## src/hw/rtl/assert_macros.svh

```systemverilog
// Assertion helpers for the RTL.
`ifndef ASSERT_MACROS_SVH
`define ASSERT_MACROS_SVH

`ifndef ASSERT_OFF
// Same-cycle implication.
`define ASSERT_IMPL(label, clk, rst_n, ante, cons) \
    label: assert property (@(posedge clk) disable iff (!rst_n) (ante) |-> (cons)) \
        else $error("assertion failed");
// Next-cycle implication.
`define ASSERT_NEXT(label, clk, rst_n, ante, cons) \
    label: assert property (@(posedge clk) disable iff (!rst_n) (ante) |=> (cons)) \
        else $error("assertion failed");
`else
`define ASSERT_IMPL(label, clk, rst_n, ante, cons)
`define ASSERT_NEXT(label, clk, rst_n, ante, cons)
`endif

`endif

```

## src/hw/rtl/rgp_pkg.sv

```systemverilog
package rgp_pkg;

    // Register indexes
    localparam logic [2:0] REG_HRES   = 3'd0;
    localparam logic [2:0] REG_VRES   = 3'd1;
    localparam logic [2:0] REG_TILES  = 3'd2;
    localparam logic [2:0] REG_FIRST  = 3'd3;
    localparam logic [2:0] REG_STEP   = 3'd4;
    localparam logic [2:0] REG_MODEL  = 3'd5;
    localparam logic [2:0] REG_BITS   = 3'd6;
    localparam logic [2:0] REG_LAYOUT = 3'd7;

    // Color models
    localparam logic [1:0] MODEL_INDEXED = 2'd0;
    localparam logic [1:0] MODEL_DIRECT  = 2'd1;

    localparam int QUEUE_DEPTH = 4;

    typedef enum logic [1:0] {
        CFG_LOAD,
        CFG_DIV,
        CFG_IDLE
    } cfg_state_t;

    // Tile geometry from the setup divider
    typedef struct packed {
        logic [11:0] tile_w;
        logic [11:0] tile_h;
        logic [11:0] grid_w;
        logic [11:0] grid_h;
    } tile_cfg_t;

    // Pixel and color settings
    typedef struct packed {
        logic [7:0]  tiles;
        logic [7:0]  step;
        logic [31:0] first;
        logic [1:0]  model;
        logic [5:0]  bits;
        logic [2:0]  bytes;
        logic [26:0] layout;
        logic [11:0] width;
    } pix_cfg_t;

    // One classified pixel between front and back
    typedef struct packed {
        logic        drawn;
        logic [7:0]  col;
        logic [7:0]  row;
        logic [10:0] x;
        logic [10:0] y;
    } tile_item_t;

    typedef struct packed {
        logic full;
        logic empty;
    } queue_stat_t;

endpackage

```

## src/hw/rtl/rgp_cfg.sv

```systemverilog
module rgp_cfg
    import rgp_pkg::*;
#(
    parameter int MAX_RES = 2048
)
(
    input  logic        clk,
    input  logic        rst_n,
    input  logic        cfg_we,
    input  logic [2:0]  cfg_index,
    input  logic [31:0] cfg_data,
    output tile_cfg_t   tile,
    output pix_cfg_t    pix,
    output logic        busy
);

    logic [11:0] hres_reg, vres_reg;
    logic [7:0]  tiles_reg, step_reg;
    logic [31:0] first_reg;
    logic [1:0]  model_reg;
    logic [5:0]  bits_reg;
    logic [26:0] layout_reg;

    cfg_state_t  state_reg, state_next;
    logic [3:0]  cnt_reg;
    logic [11:0] hq_reg, vq_reg;
    logic [7:0]  hr_reg, vr_reg;
    tile_cfg_t   tile_reg;

    logic [11:0] hc, vc;
    logic [5:0]  eff_bits;
    logic        load, step, last;
    logic [8:0]  ht, vt;
    logic        hge, vge;
    logic [7:0]  hr_next, vr_next;
    logic [11:0] hq_next, vq_next;

    // Register file
    always_ff @(posedge clk or negedge rst_n)
    begin
        if (!rst_n)
        begin
            hres_reg   <= 12'd1024;
            vres_reg   <= 12'd768;
            tiles_reg  <= 8'd1;
            first_reg  <= 32'd0;
            step_reg   <= 8'd1;
            model_reg  <= MODEL_INDEXED;
            bits_reg   <= 6'd8;
            layout_reg <= 27'd0;
        end
        else if (cfg_we)
        begin
            case (cfg_index)
                REG_HRES:   hres_reg   <= cfg_data[11:0];
                REG_VRES:   vres_reg   <= cfg_data[11:0];
                REG_TILES:  tiles_reg  <= cfg_data[7:0];
                REG_FIRST:  first_reg  <= cfg_data;
                REG_STEP:   step_reg   <= cfg_data[7:0];
                REG_MODEL:  model_reg  <= cfg_data[1:0];
                REG_BITS:   bits_reg   <= cfg_data[5:0];
                REG_LAYOUT: layout_reg <= cfg_data[26:0];
                default:    ;
            endcase
        end
    end

    // Clamped resolution and bits per pixel
    always_comb
    begin
        hc = (int'(hres_reg) > MAX_RES) ? 12'(MAX_RES) : hres_reg;
        vc = (int'(vres_reg) > MAX_RES) ? 12'(MAX_RES) : vres_reg;
        if (bits_reg < 6'd8)
            eff_bits = 6'd8;
        else if (bits_reg > 6'd32)
            eff_bits = 6'd32;
        else
            eff_bits = bits_reg;
    end

    // Setup sequencer: next state
    always_comb
    begin
        case (state_reg)
            CFG_LOAD: state_next = CFG_DIV;
            CFG_DIV:  state_next = (cnt_reg == 4'd11) ? CFG_IDLE : CFG_DIV;
            CFG_IDLE: state_next = CFG_IDLE;
            default:  state_next = CFG_LOAD;
        endcase
        if (cfg_we && cfg_index <= REG_TILES)
            state_next = CFG_LOAD;
    end

    // Setup sequencer: outputs
    always_comb
    begin
        load = 1'b0;
        step = 1'b0;
        busy = 1'b1;
        case (state_reg)
            CFG_LOAD: load = 1'b1;
            CFG_DIV:  step = 1'b1;
            CFG_IDLE: busy = 1'b0;
            default:  load = 1'b1;
        endcase
        last = step && (cnt_reg == 4'd11);
    end

    always_ff @(posedge clk or negedge rst_n)
    begin
        if (!rst_n)
        begin
            state_reg <= CFG_LOAD;
            cnt_reg   <= 4'd0;
        end
        else
        begin
            state_reg <= state_next;
            if (load)
                cnt_reg <= 4'd0;
            else if (step)
                cnt_reg <= cnt_reg + 4'd1;
        end
    end

    // Restoring divide of width and height by the tile count, one bit a cycle
    always_comb
    begin
        ht      = {hr_reg, hq_reg[11]};
        vt      = {vr_reg, vq_reg[11]};
        hge     = ht >= {1'b0, tiles_reg};
        vge     = vt >= {1'b0, tiles_reg};
        hr_next = hge ? 8'(ht - {1'b0, tiles_reg}) : ht[7:0];
        vr_next = vge ? 8'(vt - {1'b0, tiles_reg}) : vt[7:0];
        hq_next = {hq_reg[10:0], hge};
        vq_next = {vq_reg[10:0], vge};
    end

    always_ff @(posedge clk)
    begin
        if (load)
        begin
            hq_reg <= hc;
            vq_reg <= vc;
            hr_reg <= 8'd0;
            vr_reg <= 8'd0;
        end
        else if (step)
        begin
            hq_reg <= hq_next;
            vq_reg <= vq_next;
            hr_reg <= hr_next;
            vr_reg <= vr_next;
        end
        // grid extent is the resolution less the remainder
        if (last)
        begin
            tile_reg.tile_w <= hq_next;
            tile_reg.tile_h <= vq_next;
            tile_reg.grid_w <= hc - {4'd0, hr_next};
            tile_reg.grid_h <= vc - {4'd0, vr_next};
        end
    end

    assign tile       = tile_reg;
    assign pix.tiles  = tiles_reg;
    assign pix.step   = step_reg;
    assign pix.first  = first_reg;
    assign pix.model  = model_reg;
    assign pix.bits   = eff_bits;
    assign pix.bytes  = 3'((eff_bits + 6'd7) >> 3);
    assign pix.layout = layout_reg;
    assign pix.width  = hc;

endmodule

```

## src/hw/rtl/rgp_front.sv

```systemverilog
module rgp_front
    import rgp_pkg::*;
(
    input  logic        clk,
    input  logic        rst_n,
    input  logic        in_valid,
    output logic        in_ready,
    input  logic [10:0] x,
    input  logic [10:0] y,
    input  tile_cfg_t   tile,
    input  pix_cfg_t    pix,
    input  logic        busy,
    input  queue_stat_t q_stat,
    output logic        push,
    output tile_item_t  push_item
);

    localparam int STAGES = 8;

    logic              vld_reg [0:STAGES];
    logic              drawn_reg [0:STAGES];
    logic [10:0]       x_reg [0:STAGES];
    logic [10:0]       y_reg [0:STAGES];
    logic [11:0]       rx_reg [0:STAGES];
    logic [11:0]       ry_reg [0:STAGES];
    logic [7:0]        qx_reg [0:STAGES];
    logic [7:0]        qy_reg [0:STAGES];

    logic en, acc, drawn_in;

    // The whole pipe holds while its last item waits on a full queue
    assign en       = !(vld_reg[STAGES] && q_stat.full);
    assign in_ready = en && !busy;
    assign acc      = in_valid && in_ready;

    // Grid membership check
    assign drawn_in = (pix.tiles != 8'd0)
                   && (pix.model == MODEL_INDEXED || pix.model == MODEL_DIRECT)
                   && (tile.tile_w != 12'd0) && (tile.tile_h != 12'd0)
                   && ({1'b0, x} < tile.grid_w) && ({1'b0, y} < tile.grid_h);

    always_ff @(posedge clk or negedge rst_n)
    begin
        if (!rst_n)
            vld_reg[0] <= 1'b0;
        else if (en)
            vld_reg[0] <= acc;
    end

    // Load: quotient fits 8 bits for any pixel inside the grid
    always_ff @(posedge clk)
    begin
        if (en)
        begin
            drawn_reg[0] <= drawn_in;
            x_reg[0]     <= x;
            y_reg[0]     <= y;
            rx_reg[0]    <= {9'd0, x[10:8]};
            ry_reg[0]    <= {9'd0, y[10:8]};
            qx_reg[0]    <= x[7:0];
            qy_reg[0]    <= y[7:0];
        end
    end

    // One quotient bit of column and row per stage
    for (genvar k = 0; k < STAGES; k++)
    begin : g_div
        logic [12:0] tx, ty;
        logic        gx, gy;

        assign tx = {rx_reg[k], qx_reg[k][7]};
        assign ty = {ry_reg[k], qy_reg[k][7]};
        assign gx = tx >= {1'b0, tile.tile_w};
        assign gy = ty >= {1'b0, tile.tile_h};

        always_ff @(posedge clk or negedge rst_n)
        begin
            if (!rst_n)
                vld_reg[k+1] <= 1'b0;
            else if (en)
                vld_reg[k+1] <= vld_reg[k];
        end

        always_ff @(posedge clk)
        begin
            if (en)
            begin
                drawn_reg[k+1] <= drawn_reg[k];
                x_reg[k+1]     <= x_reg[k];
                y_reg[k+1]     <= y_reg[k];
                rx_reg[k+1]    <= gx ? 12'(tx - {1'b0, tile.tile_w}) : tx[11:0];
                ry_reg[k+1]    <= gy ? 12'(ty - {1'b0, tile.tile_h}) : ty[11:0];
                qx_reg[k+1]    <= {qx_reg[k][6:0], gx};
                qy_reg[k+1]    <= {qy_reg[k][6:0], gy};
            end
        end
    end

    assign push            = en && vld_reg[STAGES];
    assign push_item.drawn = drawn_reg[STAGES];
    assign push_item.col   = qx_reg[STAGES];
    assign push_item.row   = qy_reg[STAGES];
    assign push_item.x     = x_reg[STAGES];
    assign push_item.y     = y_reg[STAGES];

endmodule

```

## src/hw/rtl/rgp_queue.sv

```systemverilog
module rgp_queue
    import rgp_pkg::*;
(
    input  logic        clk,
    input  logic        rst_n,
    input  logic        push,
    input  tile_item_t  push_item,
    input  logic        pop,
    output tile_item_t  pop_item,
    output queue_stat_t stat
);

    localparam int AW = $clog2(QUEUE_DEPTH);

    tile_item_t      mem [0:QUEUE_DEPTH-1];
    tile_item_t      pop_item_reg;
    logic [AW-1:0]   wr_reg, rd_reg;
    logic [AW:0]     cnt_reg;

    assign stat.full  = (cnt_reg == (AW+1)'(QUEUE_DEPTH));
    assign stat.empty = (cnt_reg == '0);
    assign pop_item   = pop_item_reg;

    // Storage; the popped entry shows up on pop_item the cycle after the pop
    always_ff @(posedge clk)
    begin
        if (push)
            mem[wr_reg] <= push_item;
        if (pop)
            pop_item_reg <= mem[rd_reg];
    end

    // Pointers and fill count
    always_ff @(posedge clk or negedge rst_n)
    begin
        if (!rst_n)
        begin
            wr_reg  <= '0;
            rd_reg  <= '0;
            cnt_reg <= '0;
        end
        else
        begin
            if (push)
                wr_reg <= wr_reg + AW'(1);
            if (pop)
                rd_reg <= rd_reg + AW'(1);
            if (push && !pop)
                cnt_reg <= cnt_reg + (AW+1)'(1);
            else if (pop && !push)
                cnt_reg <= cnt_reg - (AW+1)'(1);
        end
    end

endmodule

```

## src/hw/rtl/rgp_back.sv

```systemverilog
module rgp_back
    import rgp_pkg::*;
(
    input  logic        clk,
    input  logic        rst_n,
    input  tile_item_t  q_item,
    input  queue_stat_t q_stat,
    output logic        pop,
    input  pix_cfg_t    pix,
    output logic        out_valid,
    input  logic        out_ready,
    output logic        drawn,
    output logic [23:0] byte_offset,
    output logic [31:0] pixel_color,
    output logic [2:0]  pixel_bytes
);

    // Advance one color field, wrapping inside its size
    function automatic logic [31:0] chan(input logic [31:0] first, input logic [3:0] size,
                                         input logic [4:0] pos, input logic [16:0] add);
        logic [15:0] mask;
        logic [15:0] fld;
        logic [15:0] v;
        mask = 16'((17'd1 << size) - 17'd1);
        fld  = 16'(first >> pos) & mask;
        v    = (fld + add[15:0]) & mask;
        return {16'd0, v} << pos;
    endfunction

    logic        en;
    logic        v0_reg, v1_reg, v2_reg, v3_reg, o_vld_reg;

    logic        d1_reg;
    logic [7:0]  col1_reg;
    logic [10:0] x1_reg;
    logic [15:0] rn1_reg, cs1_reg, rs1_reg;
    logic [16:0] ss1_reg;
    logic [22:0] yh1_reg;

    logic        d2_reg;
    logic [15:0] idx2_reg;
    logic [23:0] lin2_reg;
    logic [31:0] dc2_reg;

    logic        d3_reg;
    logic [23:0] is3_reg;
    logic [23:0] off3_reg;
    logic [31:0] dc3_reg;

    logic        d_o_reg;
    logic [23:0] off_o_reg;
    logic [31:0] col_o_reg;

    logic [31:0] dcol;
    logic [26:0] off_prod;
    logic [31:0] mask;
    logic [31:0] icol;

    // Output register stage frees the pipe when taken
    assign en  = !o_vld_reg || out_ready;
    assign pop = en && !q_stat.empty;

    // v0 marks the entry held in the queue read register
    always_ff @(posedge clk or negedge rst_n)
    begin
        if (!rst_n)
        begin
            v0_reg    <= 1'b0;
            v1_reg    <= 1'b0;
            v2_reg    <= 1'b0;
            v3_reg    <= 1'b0;
            o_vld_reg <= 1'b0;
        end
        else if (en)
        begin
            v0_reg    <= pop;
            v1_reg    <= v0_reg;
            v2_reg    <= v1_reg;
            v3_reg    <= v2_reg;
            o_vld_reg <= v3_reg;
        end
    end

    // Direct color fields, offset product and indexed color
    always_comb
    begin
        dcol = chan(pix.first, pix.layout[3:0], pix.layout[16:12], {1'b0, cs1_reg})
             | chan(pix.first, pix.layout[7:4], pix.layout[21:17], {1'b0, rs1_reg})
             | chan(pix.first, pix.layout[11:8], pix.layout[26:22], ss1_reg);
        off_prod = {3'd0, lin2_reg} * {24'd0, pix.bytes};
        mask     = (pix.bits >= 6'd32) ? 32'hFFFF_FFFF : ((32'd1 << pix.bits) - 32'd1);
        icol     = (pix.first + {8'd0, is3_reg}) & mask;
    end

    always_ff @(posedge clk)
    begin
        if (en)
        begin
            // products
            d1_reg   <= q_item.drawn;
            col1_reg <= q_item.col;
            x1_reg   <= q_item.x;
            rn1_reg  <= 16'(q_item.row) * 16'(pix.tiles);
            cs1_reg  <= 16'(q_item.col) * 16'(pix.step);
            rs1_reg  <= 16'(q_item.row) * 16'(pix.step);
            ss1_reg  <= 17'({1'b0, q_item.row} + {1'b0, q_item.col}) * 17'(pix.step);
            yh1_reg  <= 23'(q_item.y) * 23'(pix.width);
            // sums and direct color
            d2_reg   <= d1_reg;
            idx2_reg <= rn1_reg + {8'd0, col1_reg};
            lin2_reg <= {1'b0, yh1_reg} + {13'd0, x1_reg};
            dc2_reg  <= dcol;
            // index scale and offset
            d3_reg   <= d2_reg;
            is3_reg  <= 24'(idx2_reg) * 24'(pix.step);
            off3_reg <= off_prod[23:0];
            dc3_reg  <= dc2_reg;
            // result
            d_o_reg   <= d3_reg;
            off_o_reg <= d3_reg ? off3_reg : 24'd0;
            if (!d3_reg)
                col_o_reg <= 32'd0;
            else if (pix.model == MODEL_INDEXED)
                col_o_reg <= icol;
            else
                col_o_reg <= dc3_reg;
        end
    end

    assign out_valid   = o_vld_reg;
    assign drawn       = d_o_reg;
    assign byte_offset = off_o_reg;
    assign pixel_color = col_o_reg;
    assign pixel_bytes = pix.bytes;

endmodule

```

## src/hw/rtl/rectangle_grid_pattern_pixel_gen.sv

```systemverilog
// Channel   | Dir | Contents
// s_axis    | in  | pixel coordinate
// m_axis    | out | drawn flag, byte offset, color word, byte count
// cfg       | in  | register writes, one per cycle
//
// One pixel per cycle while the setup divider is idle and neither the queue
// nor m_axis stalls; pixels pass the tile divider, the queue read register
// and the color and offset stages, plus any wait in the 4-entry queue.
// After reset, and after any write to a resolution or the tile count, the
// setup divider loads and then divides with s_axis_tready low.
// A stall on m_axis holds the back stages; the front keeps going until the
// queue fills.
`include "assert_macros.svh"

module rectangle_grid_pattern_pixel_gen
    import rgp_pkg::*;
#(
    parameter int MAX_RESOLUTION = 2048
)
(
    input  logic        clk,
    input  logic        rst_n,
    input  logic        s_axis_tvalid,
    output logic        s_axis_tready,
    input  logic [23:0] s_axis_tdata,  // pixel_x[10:0], pixel_y[21:11]
    output logic        m_axis_tvalid,
    input  logic        m_axis_tready,
    output logic [63:0] m_axis_tdata,  // drawn[0], byte_offset[24:1],
                                       // pixel_color[56:25], pixel_bytes[59:57]
    input  logic        cfg_we,
    input  logic [2:0]  cfg_index,
    input  logic [31:0] cfg_data
);

    tile_cfg_t   tile;
    pix_cfg_t    pix;
    logic        cfg_busy;
    queue_stat_t q_stat;
    logic        push, pop;
    tile_item_t  push_item, pop_item;
    logic        drawn;
    logic [23:0] byte_offset;
    logic [31:0] pixel_color;
    logic [2:0]  pixel_bytes;

    rgp_cfg #(.MAX_RES(MAX_RESOLUTION)) u_cfg (
        .clk       (clk),
        .rst_n     (rst_n),
        .cfg_we    (cfg_we),
        .cfg_index (cfg_index),
        .cfg_data  (cfg_data),
        .tile      (tile),
        .pix       (pix),
        .busy      (cfg_busy)
    );

    rgp_front u_front (
        .clk       (clk),
        .rst_n     (rst_n),
        .in_valid  (s_axis_tvalid),
        .in_ready  (s_axis_tready),
        .x         (s_axis_tdata[10:0]),
        .y         (s_axis_tdata[21:11]),
        .tile      (tile),
        .pix       (pix),
        .busy      (cfg_busy),
        .q_stat    (q_stat),
        .push      (push),
        .push_item (push_item)
    );

    rgp_queue u_queue (
        .clk       (clk),
        .rst_n     (rst_n),
        .push      (push),
        .push_item (push_item),
        .pop       (pop),
        .pop_item  (pop_item),
        .stat      (q_stat)
    );

    rgp_back u_back (
        .clk         (clk),
        .rst_n       (rst_n),
        .q_item      (pop_item),
        .q_stat      (q_stat),
        .pop         (pop),
        .pix         (pix),
        .out_valid   (m_axis_tvalid),
        .out_ready   (m_axis_tready),
        .drawn       (drawn),
        .byte_offset (byte_offset),
        .pixel_color (pixel_color),
        .pixel_bytes (pixel_bytes)
    );

    assign m_axis_tdata = {4'd0, pixel_bytes, pixel_color, byte_offset, drawn};

    // Checks
    `ASSERT_IMPL(a_no_accept_in_setup, clk, rst_n, s_axis_tready, !cfg_busy)
    `ASSERT_IMPL(a_undrawn_zero, clk, rst_n, m_axis_tvalid && !drawn, (~|{byte_offset, pixel_color}))
    `ASSERT_IMPL(a_queue_stat, clk, rst_n, 1'b1, !(q_stat.full && q_stat.empty))
    `ASSERT_NEXT(a_write_busy, clk, rst_n, cfg_we && cfg_index <= REG_TILES, cfg_busy)

endmodule
```

## config.mk

```make
export PLATFORM = sky130hd
export DESIGN_NAME = rectangle_grid_pattern_pixel_gen
export DESIGN_NICKNAME = d
export VERILOG_FILES = /design/src/hw/rtl/rgp_pkg.sv /design/src/hw/rtl/rgp_cfg.sv /design/src/hw/rtl/rgp_front.sv /design/src/hw/rtl/rgp_queue.sv /design/src/hw/rtl/rgp_back.sv /design/src/hw/rtl/rectangle_grid_pattern_pixel_gen.sv
export VERILOG_INCLUDE_DIRS = /design/src /design/src/hw/rtl
export SDC_FILE = /design/constraint.sdc
export NUM_CORES = 2
export LEC_CHECK = 0
export ABC_AREA = 1
export BUFFER_PORTS_ARGS = -buffer_cell sky130_fd_sc_hd__clkbuf_2
export CAP_MARGIN = 20
export CORE_ASPECT_RATIO = 0.5
export CORE_MARGIN = 1
export CORE_UTILIZATION = 45
export CTS_CLUSTER_DIAMETER = 150
export DETAILED_ROUTE_END_ITERATION = 6
export SYNTH_ARGS = -nofsm -noshare
export SYNTH_HDL_FRONTEND = slang
export SYNTH_SLANG_ARGS = --single-unit
```

## constraint.sdc

```tcl
create_clock -name clk -period 35.5 [get_ports clk]
set_clock_uncertainty 0.15 [all_clocks]
set_input_delay 3.55 -clock clk [delete_from_list [all_inputs] [get_ports clk]]
set_output_delay 3.55 -clock clk [all_outputs]
set_load 0.1 [all_outputs]
```

After elaboration in Yosys (flattened, before gate mapping):

Memories as Yosys holds them, arrays and structs flattened. A register that Yosys moved wholly into a read port is not among the register bits.
Index checks and enable logic that the tools add are counted.

* equal/unequal tests: 13
* add/subtract/negate cells: 37
* reduce and logical (&&, ||, !) cells: 38
* bitwise logic cells: 9
* $mul: 7
* magnitude comparators: 26
* shift-type cells: 10
* mux-type cells: 39

Operators with widths (count)
* $mux W12: 22
* $ge A13 B12 Y1: 16
* $sub A12 B12 Y12: 16
* $and A16 B16 Y16: 6
* $shl A16 B5 Y32: 3
* $shr A32 B5 Y16: 3
* $mux W32: 2
* $or A32 B32 Y32: 2
* $add A16 B16 Y16: 3
* $mul A8 B8 Y16: 3
* $shl A1 B4 Y16 const A: 3
* $sub A16 B1 Y16 const B: 3
* $add A32 B24 Y32: 1
* $and A32 B32 Y32: 1
* $shl A1 B6 Y32 const A: 1
* $sub A32 B1 Y32 const B: 1
* $add A23 B11 Y24: 1
* $gt A12 B12 Y1 const B: 2
* $lt A11 B12 Y1: 2
* $mul A16 B8 Y24: 1
* $mul A24 B3 Y24: 1
* $reduce_bool A12 Y1: 2
* $sub A12 B8 Y12: 2
* $mul A11 B12 Y23: 1
* other kinds (37): 81

* memories kept: 8
* output and inout bits: 66
* input port bits: 64
* register bits after elaboration: 540
* RAM bits: 723
* word-level logic and storage cells: 241

Memories
* u_queue.mem: depth 4, bits a word 39, rd ports 1, clocked after memory_dff 1, wr ports 1, RTL line rgp_queue.sv:15 `tile_item_t mem [0:QUEUE_DEPTH-1];`
* u_front.rx_reg: depth 9, bits a word 12, rd ports 8, clocked after memory_dff 0, wr ports 9, RTL line rgp_front.sv:24 `logic [11:0] rx_reg [0:STAGES];`
* u_front.ry_reg: depth 9, bits a word 12, rd ports 8, clocked after memory_dff 0, wr ports 9, RTL line rgp_front.sv:25 `logic [11:0] ry_reg [0:STAGES];`
* u_front.x_reg: depth 9, bits a word 11, rd ports 9, clocked after memory_dff 0, wr ports 9, RTL line rgp_front.sv:22 `logic [10:0] x_reg [0:STAGES];`
* u_front.y_reg: depth 9, bits a word 11, rd ports 9, clocked after memory_dff 0, wr ports 9, RTL line rgp_front.sv:23 `logic [10:0] y_reg [0:STAGES];`
* u_front.qx_reg: depth 9, bits a word 8, rd ports 9, clocked after memory_dff 0, wr ports 9, RTL line rgp_front.sv:26 `logic [7:0] qx_reg [0:STAGES];`
* +2 memories

Longest topological paths before layout:

* depth in word-level cells: 8
* mapped depth: 30
* gate-level depth less buffers: 29

Hierarchy:

Synthesis repeated with hierarchy kept, for this count alone.

* cell total of the unflattened synthesis: 10453
* area, all modules: 88034.4 µm²

By module, submodules not included
* rgp_back: area an instance 43135.1 µm², sequential area each 9584.2 µm², times used 1, cells each 5915
* rgp_front: area an instance 27226.1 µm², sequential area each 13648.1 µm², times used 1, cells each 2942
* rgp_cfg: area an instance 9656.8 µm², sequential area each 5317.6 µm², times used 1, cells each 1048
* rgp_queue: area an instance 7975.1 µm², sequential area each 6030.8 µm², times used 1, cells each 542
* rectangle_grid_pattern_pixel_gen: area an instance 41.3 µm², sequential area each 0.0 µm², times used 1, cells each 6

Worst setup path before layout:

No wires, ideal clock.

* path type: reg-to-reg
* start: reg u_queue.cnt_reg[0]
* end: reg u_front.vld_reg[2] (netlist bit)
* setup slack: 21.334 ns
* stages on the path, launching flop included: 5
* data arrival time: 13.375 ns
* cell sequence: dfrtp_1 > nor2_1 > nand3_1 > clkbuf_1 > a21oi_1

* cells in the longest elaborated chain, start to end: 2

Ends and longest elaborated chain
* start, declared: RTL line rgp_queue.sv:18 `logic [AW:0] cnt_reg;`
* start signal, assigned: RTL line rgp_queue.sv:49 `cnt_reg <= cnt_reg + (AW+1)'(1);`
* start signal, assigned: RTL line rgp_queue.sv:51 `cnt_reg <= cnt_reg - (AW+1)'(1);`
* $eq A3 B3 Y1: RTL line rgp_queue.sv:20 `assign stat.full = (cnt_reg == (AW+1)'(QUEUE_DEPTH));`
* $logic_and A1 B1 Y1: RTL line rgp_front.sv:32 `assign en = !(vld_reg[STAGES] && q_stat.full);`
* end signal, assigned by index: RTL line rgp_front.sv:81 `vld_reg[k+1] <= vld_reg[k];`
* end, declared: RTL line rgp_front.sv:20 `logic vld_reg [0:STAGES];`

No other way between the ends.
A chain may end at the register's enable or synchronous reset.

Worst setup path after layout:

* start: reg u_cfg.bits_reg[5]
* end: out m_axis_tdata[58]

* cells in the longest elaborated chain, start to end: 4
* elaborated cells between the ends (all ways): 5

Ends and longest elaborated chain
* start, declared: RTL line rgp_cfg.sv:21 `logic [5:0] bits_reg;`
* start signal, assigned: RTL line rgp_cfg.sv:61 `REG_BITS: bits_reg <= cfg_data[5:0];`
* $gt A6 B6 Y1: RTL line rgp_cfg.sv:75 `else if (bits_reg > 6'd32)`
* $mux W6: RTL line rgp_cfg.sv:75
* $mux W6 (*): RTL line rgp_cfg.sv:73 `if (bits_reg < 6'd8)`
* $add A6 B3 Y6 (*): RTL line rgp_cfg.sv:171 `assign pix.bytes = 3'((eff_bits + 6'd7) >> 3);`
* end, declared: RTL line rectangle_grid_pattern_pixel_gen.sv:28 `output logic [63:0] m_axis_tdata,`

Every way passes the cells marked *; elsewhere a longest branch is shown, timed or not.

==> flow_summary_export.csv <==
group,metric,value,unit
drt,drt_drc_violations_left,4,
yosys,ys_ff_latch,1179,
drt,drt-initial-drc-count,5409,
drt,avgRoutedWirePerCell,19.64,um
status,run_status,"complete, but fails checks",
clocking,h-tree-depth,3,
final_layout,layout.core_utilization,0.4914,
yosys,synth_top_flop_cell,"sky130_fd_sc_hd__edfxtp_1",
global_routing,grt_antenna_before_repair,15,
final_layout,area_growth_syn_to_layout,8.176,%
timing,transition_at_the_pin_with_the_smallest_max_transition_slack,0.9911,ns
timing,setup_viols_final,0,
timing,layout_worst_path_cycle_share,0.2176,
clocking,cts.reportedPaths.clkPinSlew,0.07,ns
drt,drt-total-wl,229800,um
clocking,cts_tree,"built",
clocking,clock_path_buffers,3,
drt,drt_pass1_iterations,7,
final_layout,filler_cell_count,17030,
yosys,postSynthAreaPerCell,8.899,um2
floorplan,die-width,605.6,um
setup_path,worst_setup_path_end_kind,"output port",
yosys,ys.warnings.count,0,
clocking,cts_hold_repair.buffers,0,
floorplan,initial_utilization,0.4542,
final_layout,layout_cells_sized_above_1,0.04983,
clocking,cts_made_buffers,110,
drt,avgViaCountPerCell,5.331,
global_routing,number_of_global_route_vias_before_repair,59300,
job,max-cap-violations,0,
timing,clock.fmax,129.5,MHz
setup_path,timing.critical_path.fanout_max,23,
final_layout,fin_nets,10240,
global_routing,globalRoute.totalOverflow,0,
clocking,clock_sink_count,1179,
clocking,root_buffer,"sky130_fd_sc_hd__clkbuf_16",
global_routing,global_route.peak_usage_layer,"met2",
place,finalWeightedCongestion,0.9745,
yosys,synthDistinctLibCells,66,
floorplan,design.portCount,130,
global_routing,grt_pass1_wl,350100,um
floorplan,number_of_cell_rows,110,
final_layout,largest_register_ff_count,156,
floorplan,core-area,180400,um2
timing,max_slew_margin,0.3393,
setup_path,critPathSlowestCell,"sky130_fd_sc_hd__dfrtp_1",
setup_path,worst_setup_path_start_kind,"register",
setup_path,max_stage_delay,0.75,ns
status,failed_checks,"DRC",
drt,detail-route-antenna-nets,0,
global_routing,grt_max_degree,95,
global_routing,met1_track_demand_over_resource_in_global_routing,0.3513,
floorplan,floorplan.die_area,184000,um2
timing,min_clock_period_post_route,7.723,ns
setup_path,timing.setup.critical_path_class,"reg2out",
clocking,clock_insertion_delay_worst_skew,0.75,ns
place,place.port_buffers,123,
global_routing,grtUsageMet2,0.3937,
timing,finalWorstSetupSlack,27.78,ns
place,detailedPlacementHpwl,172700,um
setup_path,data_arrival_time_of_the_critical_path,4.02,ns
yosys,seq_area_frac_synth,0.4219,
yosys,synth_cells,9210,
timing,grt_setup_unrepaired,"false",
yosys,mappedNetlistArea,81960,um2
place,preCtsSetupSlack,28.60,ns
hold_path,timing.hold.worst.class,"reg2reg",
clocking,post-cts-setup-buffers,0,
yosys,synth-edff-count,1029,
global_routing,groute.layer.met3.usage,0.02918,
setup_path,cp_data_required_time,31.80,ns
timing,timing.setup.tns,0,ns
yosys,async_flop_share,0.1137,
floorplan,die-height,303.8,um
global_routing,grt_use_total,0.2477,
timing,count_of_pins_over_their_slew_limit,0,
clocking,post_cts.resized_instances,0,
drt,route.vias.total,62370,
timing,final_count_of_hold_timing_violations,0,
setup_path,crit_chain,"inv_2 -> nand2_1 -> nor2_4 -> nor2_4 -> nand2_2 -> a31oi_2 -> nand2_1 -> inv_2 -> clkbuf_2",
[Yosys cell counts (26+ instances only)]
| master | number | share of area |
|---|---|---|
| sky130_fd_sc_hd__nand2_1 | 2179 | 0.10 |
| sky130_fd_sc_hd__inv_1 | 1309 | 0.060 |
| sky130_fd_sc_hd__edfxtp_1 | 1029 | 0.38 |
| sky130_fd_sc_hd__o21ai_0 | 696 | 0.042 |
| sky130_fd_sc_hd__nor2_1 | 628 | 0.029 |
| sky130_fd_sc_hd__ha_1 | 608 | 0.093 |
| sky130_fd_sc_hd__a21oi_1 | 474 | 0.029 |
| sky130_fd_sc_hd__nand3_1 | 430 | 0.026 |
| sky130_fd_sc_hd__fa_1 | 370 | 0.090 |
| sky130_fd_sc_hd__clkbuf_1 | 228 | 0.010 |
| sky130_fd_sc_hd__xor2_1 | 204 | 0.022 |
| sky130_fd_sc_hd__dfrtp_1 | 128 | 0.039 |
| sky130_fd_sc_hd__nand4_1 | 117 | 0.0089 |
| sky130_fd_sc_hd__xnor2_1 | 112 | 0.012 |
| sky130_fd_sc_hd__nor3_1 | 88 | 0.0054 |
| sky130_fd_sc_hd__mux2i_1 | 69 | 0.0084 |
| sky130_fd_sc_hd__o22ai_1 | 58 | 0.0044 |
| sky130_fd_sc_hd__buf_1 | 34 | 0.0016 |
| sky130_fd_sc_hd__o211ai_1 | 32 | 0.0029 |
| sky130_fd_sc_hd__a31oi_1 | 31 | 0.0024 |
| sky130_fd_sc_hd__clkbuf_2 | 26 | 0.0016 |
[cell usage in the layout, fill, tap and decap left out, types with 17 or more instances in the layout]
cell type / count
sky130_fd_sc_hd__nand4_1: 117
sky130_fd_sc_hd__clkbuf_1: 19
sky130_fd_sc_hd__fa_1: 370
sky130_fd_sc_hd__clkbuf_2: 124
sky130_fd_sc_hd__a31oi_1: 31
sky130_fd_sc_hd__clkbuf_16: 113
sky130_fd_sc_hd__nor3_1: 88
sky130_fd_sc_hd__o211ai_1: 32
sky130_fd_sc_hd__a21oi_1: 473
sky130_fd_sc_hd__buf_4: 79
sky130_fd_sc_hd__a21o_1: 18
sky130_fd_sc_hd__inv_1: 1306
sky130_fd_sc_hd__o22ai_1: 58
sky130_fd_sc_hd__xnor2_1: 112
sky130_fd_sc_hd__nor4_1: 21
sky130_fd_sc_hd__nand2_1: 2179
sky130_fd_sc_hd__edfxtp_1: 1029
sky130_fd_sc_hd__or2_2: 18
sky130_fd_sc_hd__clkinv_2: 18
sky130_fd_sc_hd__mux2i_1: 69
sky130_fd_sc_hd__nand3_1: 428
sky130_fd_sc_hd__a211oi_1: 23
sky130_fd_sc_hd__o21ai_0: 696
sky130_fd_sc_hd__xor2_1: 204
sky130_fd_sc_hd__inv_2: 20
sky130_fd_sc_hd__o31ai_1: 17
sky130_fd_sc_hd__dfrtp_1: 123
sky130_fd_sc_hd__ha_1: 608
sky130_fd_sc_hd__nand3b_1: 21
sky130_fd_sc_hd__nor2_1: 621
[critical path: cells and delay by family (launching register included)]
kind / cells / cell delay [ns]
buffers and inverters: 3 / 1.13
AND/OR/NAND/NOR: 5 / 0.77
flip-flops: 1 / 0.75
AO/OA/AOI/OAI: 1 / 0.62
[final timing paths]
| check | start | depth (start not counted) | to | slack (ns) |
|---|---|---|---|---|
| worst min register to register | u_front.y_reg[0][49] | 0 | u_front.y_reg[0][60] | 0.25 |
| worst max-delay path | u_cfg.bits_reg[5] | 9 | m_axis_tdata[58] | 27.78 |
| min in group asynchronous | rst_n | 1 | u_cfg.first_reg[30] | 2.68 |
| worst max register to register | u_cfg.hres_reg[11] | 23 | u_back.yh1_reg[18] | 28.92 |
| worst min-delay path | u_front.y_reg[0][49] | 0 | u_front.y_reg[0][60] | 0.25 |
| max in group asynchronous | rst_n | 3 | u_queue.rd_reg[1] | 30.77 |
[through the flow]
stage	hold WS, ns	instance area (um2)	std cells
2_1_floorplan	0.2503	81980	9214
3_3_place_gp	0.2508	84930	11500
3_5_place_dp	0.2545	84930	11500
4_1_cts	0.2459	88650	11700
5_1_grt	0.2506	88660	11700
6_report	0.2527	88660	11700
[layer usage]
layer,vias up,wire length [um],part of all wire
li1,30500,-,-
met1,29630,104200,0.45
met2,1859,103000,0.45
met3,379,14000,0.061
met4,0,8618,0.038
met5,-,0,0
[logic make-up after synthesis]
logic type	synth area share
AND/OR/NAND/NOR	0.1772
adder cells (fa/ha/maj)	0.1832
XOR/XNOR	0.03377
flip-flops	0.4219
AO/OA/AOI/OAI	0.09742
multiplexers	0.008564
other	0.00009163
buffers and inverters	0.07788
[area by class of cell]
type | count | area [um2] | share of cell area
well taps | 2408 | 3013 | 0.03398
flip-flops and latches | 1179 | 34590 | 0.3901
clock buffers | 139 | 2978 | 0.03359
multi-input cells | 6369 | 41090 | 0.4634
diodes | 1 | 2.502 | 0.00002822
clock inverters | 64 | 749.5 | 0.008453
repair buffers | 202 | 1215 | 0.01370
inverters | 1338 | 5030 | 0.05673
Power is left out: the tool's default activity adds up to more than one toggle a clock period on the data nets, which glitch-free logic cannot reach.
